[src/sv/sfd_pkg.sv]
// Shared types, constants and arithmetic helpers for the stereo feedback delay.
// Used by sfd_cfg, sfd_lane and stereo_feedback_delay; depends on nothing else.
package sfd_pkg;

  localparam int SMP_W     = 24;
  localparam int GAIN_W    = 16;
  localparam int DEPTH_DEF = 65536;
  localparam int UNITY     = 32768;
  localparam int RND_HALF  = 16384;
  localparam int APB_AW    = 4;
  localparam int APB_DW    = 32;

  localparam logic signed [27:0] SMP_MAX = 28'sd8388607;
  localparam logic signed [27:0] SMP_MIN = -28'sd8388608;

  typedef enum logic [1:0] {
    REG_DELAY    = 2'd0,
    REG_FEEDBACK = 2'd1,
    REG_WET      = 2'd2,
    REG_STEREO   = 2'd3
  } reg_idx_e;

  typedef struct packed {
    logic [GAIN_W-1:0] fb_gain;
    logic [GAIN_W-1:0] wet_mix;
    logic              stereo;
  } cfg_t;

  typedef struct packed {
    logic adv;   // whole pipeline moves on this edge
    logic acc;   // a request is taken on this edge
    logic proc;  // the request taken is processed by this lane
    logic clr;   // clearing pass in progress
  } lane_ctl_t;

  // Clamp to the signed 24-bit sample range.
  function automatic logic signed [SMP_W-1:0] sat24(input logic signed [27:0] x);
    logic signed [27:0] r;
    r = x;
    if (x > SMP_MAX) r = SMP_MAX;
    if (x < SMP_MIN) r = SMP_MIN;
    return r[SMP_W-1:0];
  endfunction

endpackage

[src/sv/sfd_cfg.sv]
// APB register file of the stereo feedback delay: raw registers for read-back
// and the clamped delay length. Depends on sfd_pkg.
module sfd_cfg import sfd_pkg::*; #(
  parameter  int DEPTH = DEPTH_DEF,
  localparam int AW    = $clog2(DEPTH)
) (
  input  logic              clk_i,
  input  logic              rst_ni,
  input  logic              psel,
  input  logic              penable,
  input  logic              pwrite,
  input  logic [APB_AW-1:0] paddr,
  input  logic [APB_DW-1:0] pwdata,
  output logic [APB_DW-1:0] prdata,
  output logic              pready,
  output cfg_t              cfg_o,
  output logic [AW-1:0]     delay_o
);

  localparam int DW = (AW > 16) ? AW + 1 : 17;

  logic [GAIN_W-1:0] delay_q, fb_q, wet_q;
  logic              stereo_q;
  logic [AW-1:0]     eff_q, eff_d;
  logic              wr;
  logic [DW-1:0]     dly_w;
  reg_idx_e          idx;

  assign pready = 1'b1;
  assign wr     = psel && penable && pwrite && pready;
  assign idx    = reg_idx_e'(paddr[3:2]);

  // Clamp delay to 1..DEPTH-1 at write time.
  always_comb begin
    dly_w = DW'(pwdata[GAIN_W-1:0]);
    eff_d = dly_w[AW-1:0];
    if (dly_w == '0) begin
      eff_d = AW'(1);
    end else if (dly_w > DW'(DEPTH - 1)) begin
      eff_d = AW'(DEPTH - 1);
    end
  end

  always_ff @(posedge clk_i or negedge rst_ni) begin
    if (!rst_ni) begin
      delay_q  <= GAIN_W'(1);
      fb_q     <= '0;
      wet_q    <= '0;
      stereo_q <= 1'b1;
      eff_q    <= AW'(1);
    end else if (wr) begin
      case (idx)
        REG_DELAY: begin
          delay_q <= pwdata[GAIN_W-1:0];
          eff_q   <= eff_d;
        end
        REG_FEEDBACK: fb_q     <= pwdata[GAIN_W-1:0];
        REG_WET:      wet_q    <= pwdata[GAIN_W-1:0];
        REG_STEREO:   stereo_q <= pwdata[0];
        default: ;
      endcase
    end
  end

  always_comb begin
    case (idx)
      REG_DELAY:    prdata = APB_DW'(delay_q);
      REG_FEEDBACK: prdata = APB_DW'(fb_q);
      REG_WET:      prdata = APB_DW'(wet_q);
      REG_STEREO:   prdata = APB_DW'(stereo_q);
      default:      prdata = '0;
    endcase
  end

  assign cfg_o   = '{fb_gain: fb_q, wet_mix: wet_q, stereo: stereo_q};
  assign delay_o = eff_q;

endmodule

[config.mk]
export PLATFORM = sky130hd
export DESIGN_NAME = sfd_cfg
export DESIGN_NICKNAME = d
export VERILOG_FILES = /design/src/sv/sfd_pkg.sv /design/src/sv/sfd_cfg.sv
export SDC_FILE = /design/constraint.sdc
export NUM_CORES = 1
export LEC_CHECK = 0
export BUFFER_PORTS_ARGS = -buffer_cell sky130_fd_sc_hd__buf_2
export CAP_MARGIN = 0
export CELL_PAD_IN_SITES_DETAIL_PLACEMENT = 1
export CELL_PAD_IN_SITES_GLOBAL_PLACEMENT = 1
export CORE_MARGIN = 5
export CORE_UTILIZATION = 37
export DETAILED_ROUTE_END_ITERATION = 12
export PLACE_DENSITY_LB_ADDON = 0.1
export SLEW_MARGIN = 40
export SYNTH_ARGS = -nofsm -noshare
export SYNTH_HDL_FRONTEND = slang
export SYNTH_SLANG_ARGS = --single-unit
[constraint.sdc]
create_clock -name clk_i -period 1.6 [get_ports clk_i]
set_input_delay 0.32 -clock clk_i [delete_from_list [all_inputs] [get_ports clk_i]]
set_output_delay 0.32 -clock clk_i [all_outputs]
set_load 0.005 [all_outputs]
## Word-level counts from Yosys, hierarchy flattened

Cells that the tools add are included.

| operators by class | value |
|---|---|
| equal/unequal tests | 3 |
| multiplexer cells | 2 |
| reductions and logical operators | 8 |

Operator list:

| kind | count |
|---|---|
| one-hot mux 32 bit (4 select lines) | 1 |
| logical NOT 16 bit | 1 |
| 2-to-1 mux 16 bit | 1 |
| AND reduction 2 bit | 4 |
| == test 2 bit (second input constant) | 2 |
| == test 2 x 1 -> 1 bit (second input constant) | 1 |
| logical AND 1 bit | 2 |
| logical NOT 2 bit | 1 |

| word-level totals | value |
|---|---|
| register bits after elaboration | 65 |
| logic and storage cells | 18 |

## Depth between registers and ports, before layout

Gate-level depths: netlist of run 1.

| logic depth | value |
|---|---|
| depth after elaboration | 3 |
| depth in mapped cells | 5 |

## Least setup slack after synthesis of run 1

No wires, ideal clock.

| timing | value |
|---|---|
| path kind | input-to-output |
| from | input paddr[3] |
| to | output prdata[11] |
| arrival | 1228 ps |
| required time | 1280 ps |
| path slack | 52 ps |
| stages | 5 |
| buffers on the path | 2 |
| cells stage by stage | buf_2 > nor2b_1 > clkbuf_1 > nand2_1 > o21ai_0 |

| on the way | value |
|---|---|
| longest elaborated chain between the ends | 2 |
| elaborated cells between the ends (all ways) | 5 |

RTL lines:

| element | RTL line | RTL |
|---|---|---|
| from (decl) | sfd_cfg.sv:12 | `input logic [APB_AW-1:0] paddr,` |
| == test 2 bit (tied with other cells) | sfd_cfg.sv:66 | `case (idx)` |
| one-hot mux 32 bit (4 select lines) (*) | sfd_cfg.sv:66 |  |
| to (decl) | sfd_cfg.sv:14 | `output logic [APB_DW-1:0] prdata,` |

Every way passes the cells marked *; elsewhere a longest branch is shown, timed or not. The select of a mux whose other input is x is not followed.

## Final worst setup path of run 1

| timing | value |
|---|---|
| from | register wet_q[0] |
| to | output prdata[0] |

| on the way | value |
|---|---|
| longest elaborated chain between the ends | 1 |

RTL lines:

| element | RTL line | RTL |
|---|---|---|
| from (decl) | sfd_cfg.sv:22 | `logic [GAIN_W-1:0] delay_q, fb_q, wet_q;` |
| from (signal assigned) | sfd_cfg.sv:58 | `REG_WET: wet_q <= pwdata[GAIN_W-1:0];` |
| one-hot mux 32 bit (4 select lines) | sfd_cfg.sv:66 |  |

Every way passes these cells. The select of a mux whose other input is x is not followed.

==> results of run 1 <==
## registers in the layout (all words and copies together), names as in the netlist
register,flops
delay_q,16
stereo_q,1
fb_q,16
wet_q,16
delay_o,16
## per-layer routing
layer	vias to the layer above	share of wire	track usage
met1	1028	0.44	0.203
met2	64	0.48	0.241
met4	0	0.012	0.0477
met5	-	0	0
li1	950	-	-
met3	8	0.065	0.0486
## Yosys cell counts (all sizes together) (2+ instances only)
cell type   n  area, um^2
conb        2        7.51
mux2       64         751
nor3b       2        25.0
nand2      16        60.1
clkbuf      2        7.51
dfrtp      62        1550
buf        27         214
o21ai      15        75.1
nor4        5        31.3
dfstp       3        78.8
mux2i      15         150
## worst max path at each step
stage	startpoint	endpoint
3_3_place_gp	paddr[3]	delay_o[2]
2_1_floorplan	paddr[3]	prdata[11]
3_5_place_dp	paddr[2]	delay_o[6]
6_report	wet_q[0]	prdata[0]
5_1_grt	wet_q[0]	prdata[0]
4_1_cts	wet_q[0]	prdata[0]
## cells in the final DEF (no fill, tap or decap), types with 5 or more instances in the layout
cell type / count
clkbuf_8: 10
buf_2: 87
conb_1: 17
mux2_2: 56
nor4_1: 5
dfrtp_1: 62
mux2i_1: 14
nand2_1: 16
o21ai_0: 15
buf_4: 11
mux2_4: 8
## through the flow
| step | instances | setup slack, ns | TNS (ns) | power [uW] | util |
|---|---|---|---|---|---|
| CTS | 430 | -0.0616 | -0.0616 | 4850 | 0.465 |
| finish | 431 | -0.0259 | -0.0259 | 4760 | 0.468 |
| global placement | 413 | -0.0144 | -0.0859 | 3410 | 0.441 |
| detailed placement | 413 | -0.0281 | -0.221 | 3450 | 0.441 |
| global route | 431 | -0.0972 | -0.0991 | 5100 | 0.468 |
| floorplan | 236 | 0.0524 | 0 | 2870 | - |
## power breakdown
part / internal [uW] / switching [uW] / total, uW
logic: 678 / 459 / 1140
clock network: 760 / 589 / 1350
registers: 2040 / 231 / 2270
## repair_timing
action	in CTS	in global routing
hold endpoints to repair	0	0
setup endpoints to repair	1	10
gates resized for setup	0	5
cloned	0	0
buffers inserted	1	1
## cell type report
| cell class | count | area share |
|---|---|---|
| Sequential cell | 65 | 0.430 |
| Tap cell | 105 | 0.0347 |
| Inverter | 1 | 0.000990 |
| Clock buffer | 13 | 0.0393 |
| Clock inverter | 3 | 0.0106 |
| Timing Repair Buffer | 103 | 0.159 |
| Multi-Input combinational cell | 141 | 0.325 |
## logic make-up after synthesis
logic type	share of synthesized area
multiplexers	0.306
flip-flops	0.540
AO/OA/AOI/OAI	0.0274
AND/OR/NAND/NOR	0.0493
other	0.00249
buffers and inverters	0.0746
==> flow_summary.ini, run 1 <==
[sta]
maxSlewViolCount = 0
clock_skew_ns = 0
finalSetupViolCount = 1
min_period_ns = 1.63
rsz0062_at_grt = true
hold_slack_ns = 0.00451
fin_ws_ns = -0.0259
fmax_mhz = 615
period_share = 1.02
finalHoldViolCount = 0

[clocking]
clock_latency_ns = 0.32
path_clk_slew_ns = 0.07
tritoncts = yes
cts_made_buffers = 9
cts_num_sinks = 65
htree_levels = 3
cts_root_buf = clkbuf_8
ctsHoldBuffers = 0
cts.path.max_buffers = 2

[synth]
netlist_area_um2 = 3020
ys_warn_count = 0
ys.flop_type = dfrtp_1
ys_types = 23
syn_avg_cell_area_um2 = 13.7
seq_area_frac_synth = 0.540
syn_inst = 221
synth_edf_count = 0
synth_seq_cells = 65
ys_async_sr_fraction = 1.00

[global_route]
grt_pass1_vias = 2239
grt_usage = 0.154
antenna_found_initial = 0
grt_max_degree = 66
overflow = 0
grt_pass1_wl_um = 12000

[floorplan]
core_um2 = 8090
die_y_um = 100
die_area_um2 = 10100
pin_count = 123
die_w_um = 100
start_util = 0.373
rows = 33

[outcome]
violations = negative setup slack
status = complete, but fails checks

[worst_setup_path]
cp_slowest_cell = mux4_2
timing.rr.end = wet_q[0]
cp_slowest_stage_delay_ns = 0.45
crit_buf_inv = 1
required_ns = 1.28
regToRegStartpoint = wet_q[0]
crit_family = multiplexers
worst_r2r_path_depth = 3
end_kind = primary output
path_depth = 2
cp-start-kind = register
arrival_ns = 1.31
r2r_setup_slack_ns = 0.59
path_cells = mux4_2, buf_2
crit_fanout = 2
worstSetupPathType = reg2out

[placed_design]
placed_area_um2 = 3570
place_hpwl_um = 5190
gp_congestion = 0.689
numPortBuffers = 87

[pwr]
power.leakage_uw = 0.00189
ir_worst_vdd_uv = 537
powerDensity_nw_per_um2 = 1250

[routing]
drt-total-wl_um = 7320
vias_per_cell = 4.76
wire_per_inst_um = 17.0
ant_nets = 0
drc_errors = 0
routed-via-count = 2050
drt_iter0_drc = 38
drtPass1Iterations = 4

[final_layout]
nets = 362
multiInputGateArea_um2 = 1230
final-seq-area_um2 = 1630
diodes = 0
finish.instance_area_um2 = 3790
fillCellCount = 901
layout-drive-gt1-share = 0.583
syn_to_final_growth_pct = 25.6

[hold_path]
hold_path_class = in2async

[job]
maxCapViolations = 0
Power figures use the tool's default switching activity.
==> run 2: changes to the inputs <==
--- a/config.mk
+++ b/config.mk
@@ -12,6 +12,7 @@
 export CORE_MARGIN = 5
 export CORE_UTILIZATION = 37
 export DETAILED_ROUTE_END_ITERATION = 12
+export GPL_TIMING_DRIVEN = 0
 export PLACE_DENSITY_LB_ADDON = 0.1
 export SLEW_MARGIN = 40
 export SYNTH_ARGS = -nofsm -noshare
==> run 2 against run 1 <==
The flow still finishes with violations (negative setup slack). Global-route usage is 0.72 points higher. Count of clock-buffer cells in the layout is 2 lower. Final cell count is 4.9% higher. Clock power is 9.6% higher. Setup slack worse by 0.0065 ns. Sequential share of layout area is 2.7 points lower. Maximum frequency is 0.40% lower. Clock skew stayed put. Worst hold slack better by 0.26 ns. Flip-flop and latch count stayed put. First-iteration DRC count stayed put. Critical path type unchanged.
==> flow_summary.ini, run 2 (synthesized netlist as in run 1, its figures left out) <==
[outcome]
status = complete, but fails checks
violations = negative setup slack

[floorplan]
rows = 33
die_w_um = 100
core_um2 = 8090
start_util = 0.373
die_y_um = 100
die_area_um2 = 10100
pin_count = 123

[sta]
finalHoldViolCount = 0
clock_skew_ns = 0
period_share = 1.02
slew_headroom = 0.639
worst_pin_slew_ns = 0.536
fmax_mhz = 613
maxSlewViolCount = 0
finalSetupViolCount = 1
rsz0062_at_grt = true
min_period_ns = 1.63
fin_ws_ns = -0.0324

[clocking]
cts_root_buf = clkbuf_8
tritoncts = yes
cts_made_buffers = 9
htree_levels = 3
cts_num_sinks = 65
cts.path.max_buffers = 2
path_clk_slew_ns = 0.08
clock_latency_ns = 0.34

[global_route]
grt_use_met3 = 0.0445
busiest_layer = met2
overflow = 0
grt_max_degree = 55
grt.met1_usage = 0.204
grt_pass1_wl_um = 12300
use_met2 = 0.269
antenna_found_initial = 0
grt_pass1_vias = 2268
grt_usage = 0.161

[routing]
drtPass1Iterations = 4
drt-total-wl_um = 8010
wire_per_inst_um = 17.7
routed-via-count = 2131
drc_errors = 0
vias_per_cell = 4.71
drt_iter0_drc = 38
ant_nets = 0

[worst_setup_path]
end_kind = primary output
cp-start-kind = register
crit_fanout = 2
worstSetupPathType = reg2out
required_ns = 1.28
arrival_ns = 1.31

[final_layout]
mostFrequentLayoutCell = buf_2
syn_to_final_growth_pct = 34.2
finish.instance_area_um2 = 4050
diodes = 0
fillCellCount = 891
nets = 383
layout_common_cells = buf_2, dfrtp_1, mux2_2, buf_4, conb_1
layout-drive-gt1-share = 0.617
finish.utilization = 0.500

[job]
maxCapViolations = 0

[pwr]
combinationalPowerShare = 0.245
p_clk_frac = 0.298
power.leakage_uw = 0.00204
switching_share = 0.279
ir_worst_vdd_uv = 690
seqPwrFrac = 0.457
powerDensity_nw_per_um2 = 1230
p_switching_uw = 1390
power.internal_uw = 3580

[placed_design]
placed_area_um2 = 3670
place_hpwl_um = 5540
numPortBuffers = 87
gp_congestion = 0.707

[hold_path]
hold_path_class = in2reg
-- run 2: cell count changes in the layout (fill, tap and decap cells not counted), moves of 3 or more --
cell      delta
buf_4       +14
buf_6        +4
o21ai_0      -4
clkbuf_1     -3
-- run 2: area by class of cell --
cell class                 count  area, um^2  area share
sequential                    65        1630       0.403
multi-input combinational    141        1250       0.308
timing repair buffer          95         548       0.135
buffer                        29         274      0.0677
clock buffer                  11         151      0.0374
tap                          105         131      0.0324
clock inverter                 5        62.6      0.0154
inverter                       1        3.75    0.000927
-- run 2: worst paths after layout --
| kind | from | end | slack, ns | cells after the start |
|---|---|---|---|---|
| worst min register to register | delay_o[4] | delay_o[4] | 0.50 | 1 |
| max in group asynchronous | rst_ni | stereo_q | 0.72 | 3 |
| worst min-delay path | pwdata[9] | delay_o[9] | 0.27 | 2 |
| worst max-delay path | fb_q[0] | prdata[0] | -0.03 | 2 |
| worst max register to register | fb_q[0] | fb_q[0] | 0.73 | 2 |
| min in group asynchronous | rst_ni | fb_q[7] | 0.35 | 2 |
-- run 2: power groups by stage --
stage	clock, uW	combinational (uW)	sequential (uW)
3_5_place_dp	0	1170	2310
2_1_floorplan	0	573	2290
4_1_cts	1530	1220	2280
5_1_grt	1600	1340	2330
3_3_place_gp	0	1140	2290
6_report	1480	1220	2270
-- run 2: routing by layer --
metal | up-vias | part of all wire
met5 | - | 0
met1 | 1073 | 0.43
met3 | 9 | 0.057
met2 | 61 | 0.50
met4 | 0 | 0.011
li1 | 988 | -
-- run 2: through the flow --
stage	power [uW]	setup TNS [ns]	setup WS, ns	instances	hold WS [ns]
finish	4970	-0.0324	-0.0324	452	0.266
global route	5270	-0.0738	-0.0738	452	0.263
CTS	5030	-0.0536	-0.0536	449	0.254
detailed placement	3480	-18.30	-0.772	429	0.148
global placement	3430	-25.61	-0.748	428	0.484
floorplan	2870	0	0.0524	236	0.0244
-- run 2: critical path: stages, from the launching register on --
cell,delay [ns]
dfrtp_1,0.38
mux4_2,0.45
buf_2,0.14
-- run 2: what timing repair did --
action                     CTS  global route
hold endpoints to repair    11             0
gates cloned                 0             1
setup endpoints to repair   26            14
hold buffers                 1             0
resized for setup           18            12
buffers inserted             3             2
==> run 3: changes to the inputs <==
--- a/config.mk
+++ b/config.mk
@@ -5,15 +5,16 @@
 export SDC_FILE = /design/constraint.sdc
 export NUM_CORES = 1
 export LEC_CHECK = 0
+export ABC_AREA = 1
 export BUFFER_PORTS_ARGS = -buffer_cell sky130_fd_sc_hd__buf_2
 export CAP_MARGIN = 0
 export CELL_PAD_IN_SITES_DETAIL_PLACEMENT = 1
 export CELL_PAD_IN_SITES_GLOBAL_PLACEMENT = 1
 export CORE_MARGIN = 5
-export CORE_UTILIZATION = 37
+export CORE_UTILIZATION = 34
 export DETAILED_ROUTE_END_ITERATION = 12
 export GPL_TIMING_DRIVEN = 0
-export PLACE_DENSITY_LB_ADDON = 0.1
+export PLACE_DENSITY = 0.76
 export SLEW_MARGIN = 40
 export SYNTH_ARGS = -nofsm -noshare
 export SYNTH_HDL_FRONTEND = slang
==> run 3 against run 2 <==
The run now ends clean. Sequential share of layout area increased by 1.2 points. Die area increased by 6.7%. First-iteration DRC count increased by 110%. Final cell count increased by 26%. Non-clock buffer count decreased by 1. Critical path depth increased by 4. Clock skew unchanged. Combinational power decreased by 7%. Largest cell class unchanged.
==> flow_summary.ini, run 3 <==
[outcome]
status = finished clean

[synth]
ys_types = 23
ys_async_sr_fraction = 1.00
synth_most_common_cell = nand2_1
synth_edf_count = 0
yosys.area.top_type = dfrtp_1
netlist_area_um2 = 2980
synthTopCellsByCount = nand2_1, dfrtp_1, o21ai_0, inv_1, buf_4
synth_seq_cells = 65
syn_inst = 341
ys_warn_count = 0
seq_area_frac_synth = 0.547
synth.area.top_cells = dfrtp_1, nand2_1, o21ai_0
syn_avg_cell_area_um2 = 8.74
synth_top_area_frac = 0.520
ys.flop_type = dfrtp_1

[sta]
fmax_mhz = 640
maxSlewViolCount = 0
finalHoldViolCount = 0
finalSetupViolCount = 0
clock_skew_ns = 0
period_share = 0.976
min_period_ns = 1.56
fin_setup_tns_ns = 0

[pwr]
powerDensity_nw_per_um2 = 1220
switching_share = 0.303
p_switching_uw = 1450
ir_worst_vdd_uv = 386
p_clk_frac = 0.300
power.leakage_uw = 0.00212
seqPwrFrac = 0.462
combinationalPowerShare = 0.238
power.internal_uw = 3330

[final_layout]
layout_common_cells = nand2_1, buf_2, dfrtp_1, o21ai_0, inv_1
nets = 500
layout-drive-gt1-share = 0.339
diodes = 0
syn_to_final_growth_pct = 31.8
mostFrequentLayoutCell = nand2_1
finalNonFillerCells = 571

[global_route]
grt_max_degree = 55
antenna_found_initial = 0
grt_pass1_wl_um = 16100
overflow = 0
grt_usage = 0.188
grt_pass1_vias = 3067

[clocking]
path_clk_slew_ns = 0.07
cts.path.max_buffers = 2
cts_made_buffers = 9
htree_levels = 3
clock_latency_ns = 0.34
tritoncts = yes
cts_num_sinks = 65
cts_root_buf = clkbuf_8

[routing]
drt_iter0_drc = 80
wire_per_inst_um = 17.2
drt-total-wl_um = 9810
routed-via-count = 2715
ant_nets = 0
drtPass1Iterations = 4
vias_per_cell = 4.75
drc_errors = 0

[worst_setup_path]
cp_slowest_cell = buf_4
cp-start-kind = input port
crit_family = buffers and inverters
end_kind = primary output
worstSetupPathType = in2out
crit_buf_inv = 4
crit_fanout = 10
path_common_cell = buf_2
arrival_ns = 1.24
cp_slowest_stage_delay_ns = 0.20
required_ns = 1.28
path_cells = buf_2, nor2_4, inv_2, buf_4, o221ai_1, buf_2

[placed_design]
gp_congestion = 0.743
place_hpwl_um = 6920
numPortBuffers = 87
place_inst = 552

[floorplan]
rows = 34
die_w_um = 104
pin_count = 123
die_y_um = 104
core_um2 = 8640
die_area_um2 = 10700
start_util = 0.345

[hold_path]
hold_path_class = in2reg

[job]
maxCapViolations = 0
## run 3: through the flow
step | utilization | hold WS [ns] | worst slack [ns] | total power, uW | instance area [um^2]
floorplan | - | 0.0244 | 0.326 | 2730 | 3040
global route | 0.455 | 0.232 | -0.00181 | 5080 | 3930
detailed placement | 0.422 | 0.144 | -0.317 | 3350 | 3640
global placement | 0.418 | 0.457 | -0.291 | 3280 | 3610
finish | 0.455 | 0.224 | 0.0376 | 4780 | 3930
CTS | 0.452 | 0.219 | 0.00513 | 4820 | 3900
## run 3: final timing paths
| path | cells after the start | to | slack, ns | start |
|---|---|---|---|---|
| max | 6 | prdata[2] | 0.04 | paddr[3] |
| max in group asynchronous | 3 | stereo_q | 0.71 | rst_ni |
| min | 3 | fb_q[14] | 0.22 | pwdata[14] |
| min in group asynchronous | 2 | delay_o[10] | 0.34 | rst_ni |
| min reg2reg | 2 | delay_o[11] | 0.48 | delay_o[11] |
| max reg2reg | 3 | stereo_q | 0.75 | stereo_q |
## run 3: layout make-up
cell class	instances	area, um^2
fill	1075	4710
sequential	65	1630
multi-input combinational	224	1080
timing repair buffer	93	509
buffer	30	243
clock buffer	12	155
inverter	36	138
tap	108	135
clock inverter	3	40.0
## run 3: power groups by stage
stage / logic (uW) / clock network [uW] / registers, uW
floorplan: 493 / 0 / 2240
global placement: 1050 / 0 / 2230
detailed placement: 1110 / 0 / 2240
CTS: 1140 / 1460 / 2210
global route: 1290 / 1540 / 2250
finish: 1140 / 1430 / 2210
## run 3: kinds of logic after synthesis
logic type,Yosys count,share of synthesized area
buf+inv,67,0.122
compound gates,64,0.133
other cells,2,0.00252
simple gates,143,0.196
flops,65,0.547
## run 3: tightest hold or removal path: cells and delay by family
family                 cells  cell delay [ns]
buffers and inverters      1             0.11
and+or+nand+nor            2             0.10
## run 3: timing repair
action | CTS | global route
pin swaps | 2 | 1
gates resized for setup | 11 | 4
setup endpoints to repair | 16 | 7
hold buffers | 1 | 0
endpoints found under the hold margin | 11 | 0
buffers inserted | 3 | 1
## run 3: per-layer routing
| layer | wire length (um) | share of wire | global-route usage | up-vias |
|---|---|---|---|---|
| met2 | 5010 | 0.51 | 0.317 | 69 |
| met3 | 471 | 0.048 | 0.0504 | 10 |
| met4 | 93 | 0.0095 | 0.0544 | 0 |
| li1 | - | - | - | 1289 |
| met1 | 4230 | 0.43 | 0.236 | 1347 |
| met5 | 0 | 0 | 0 | - |
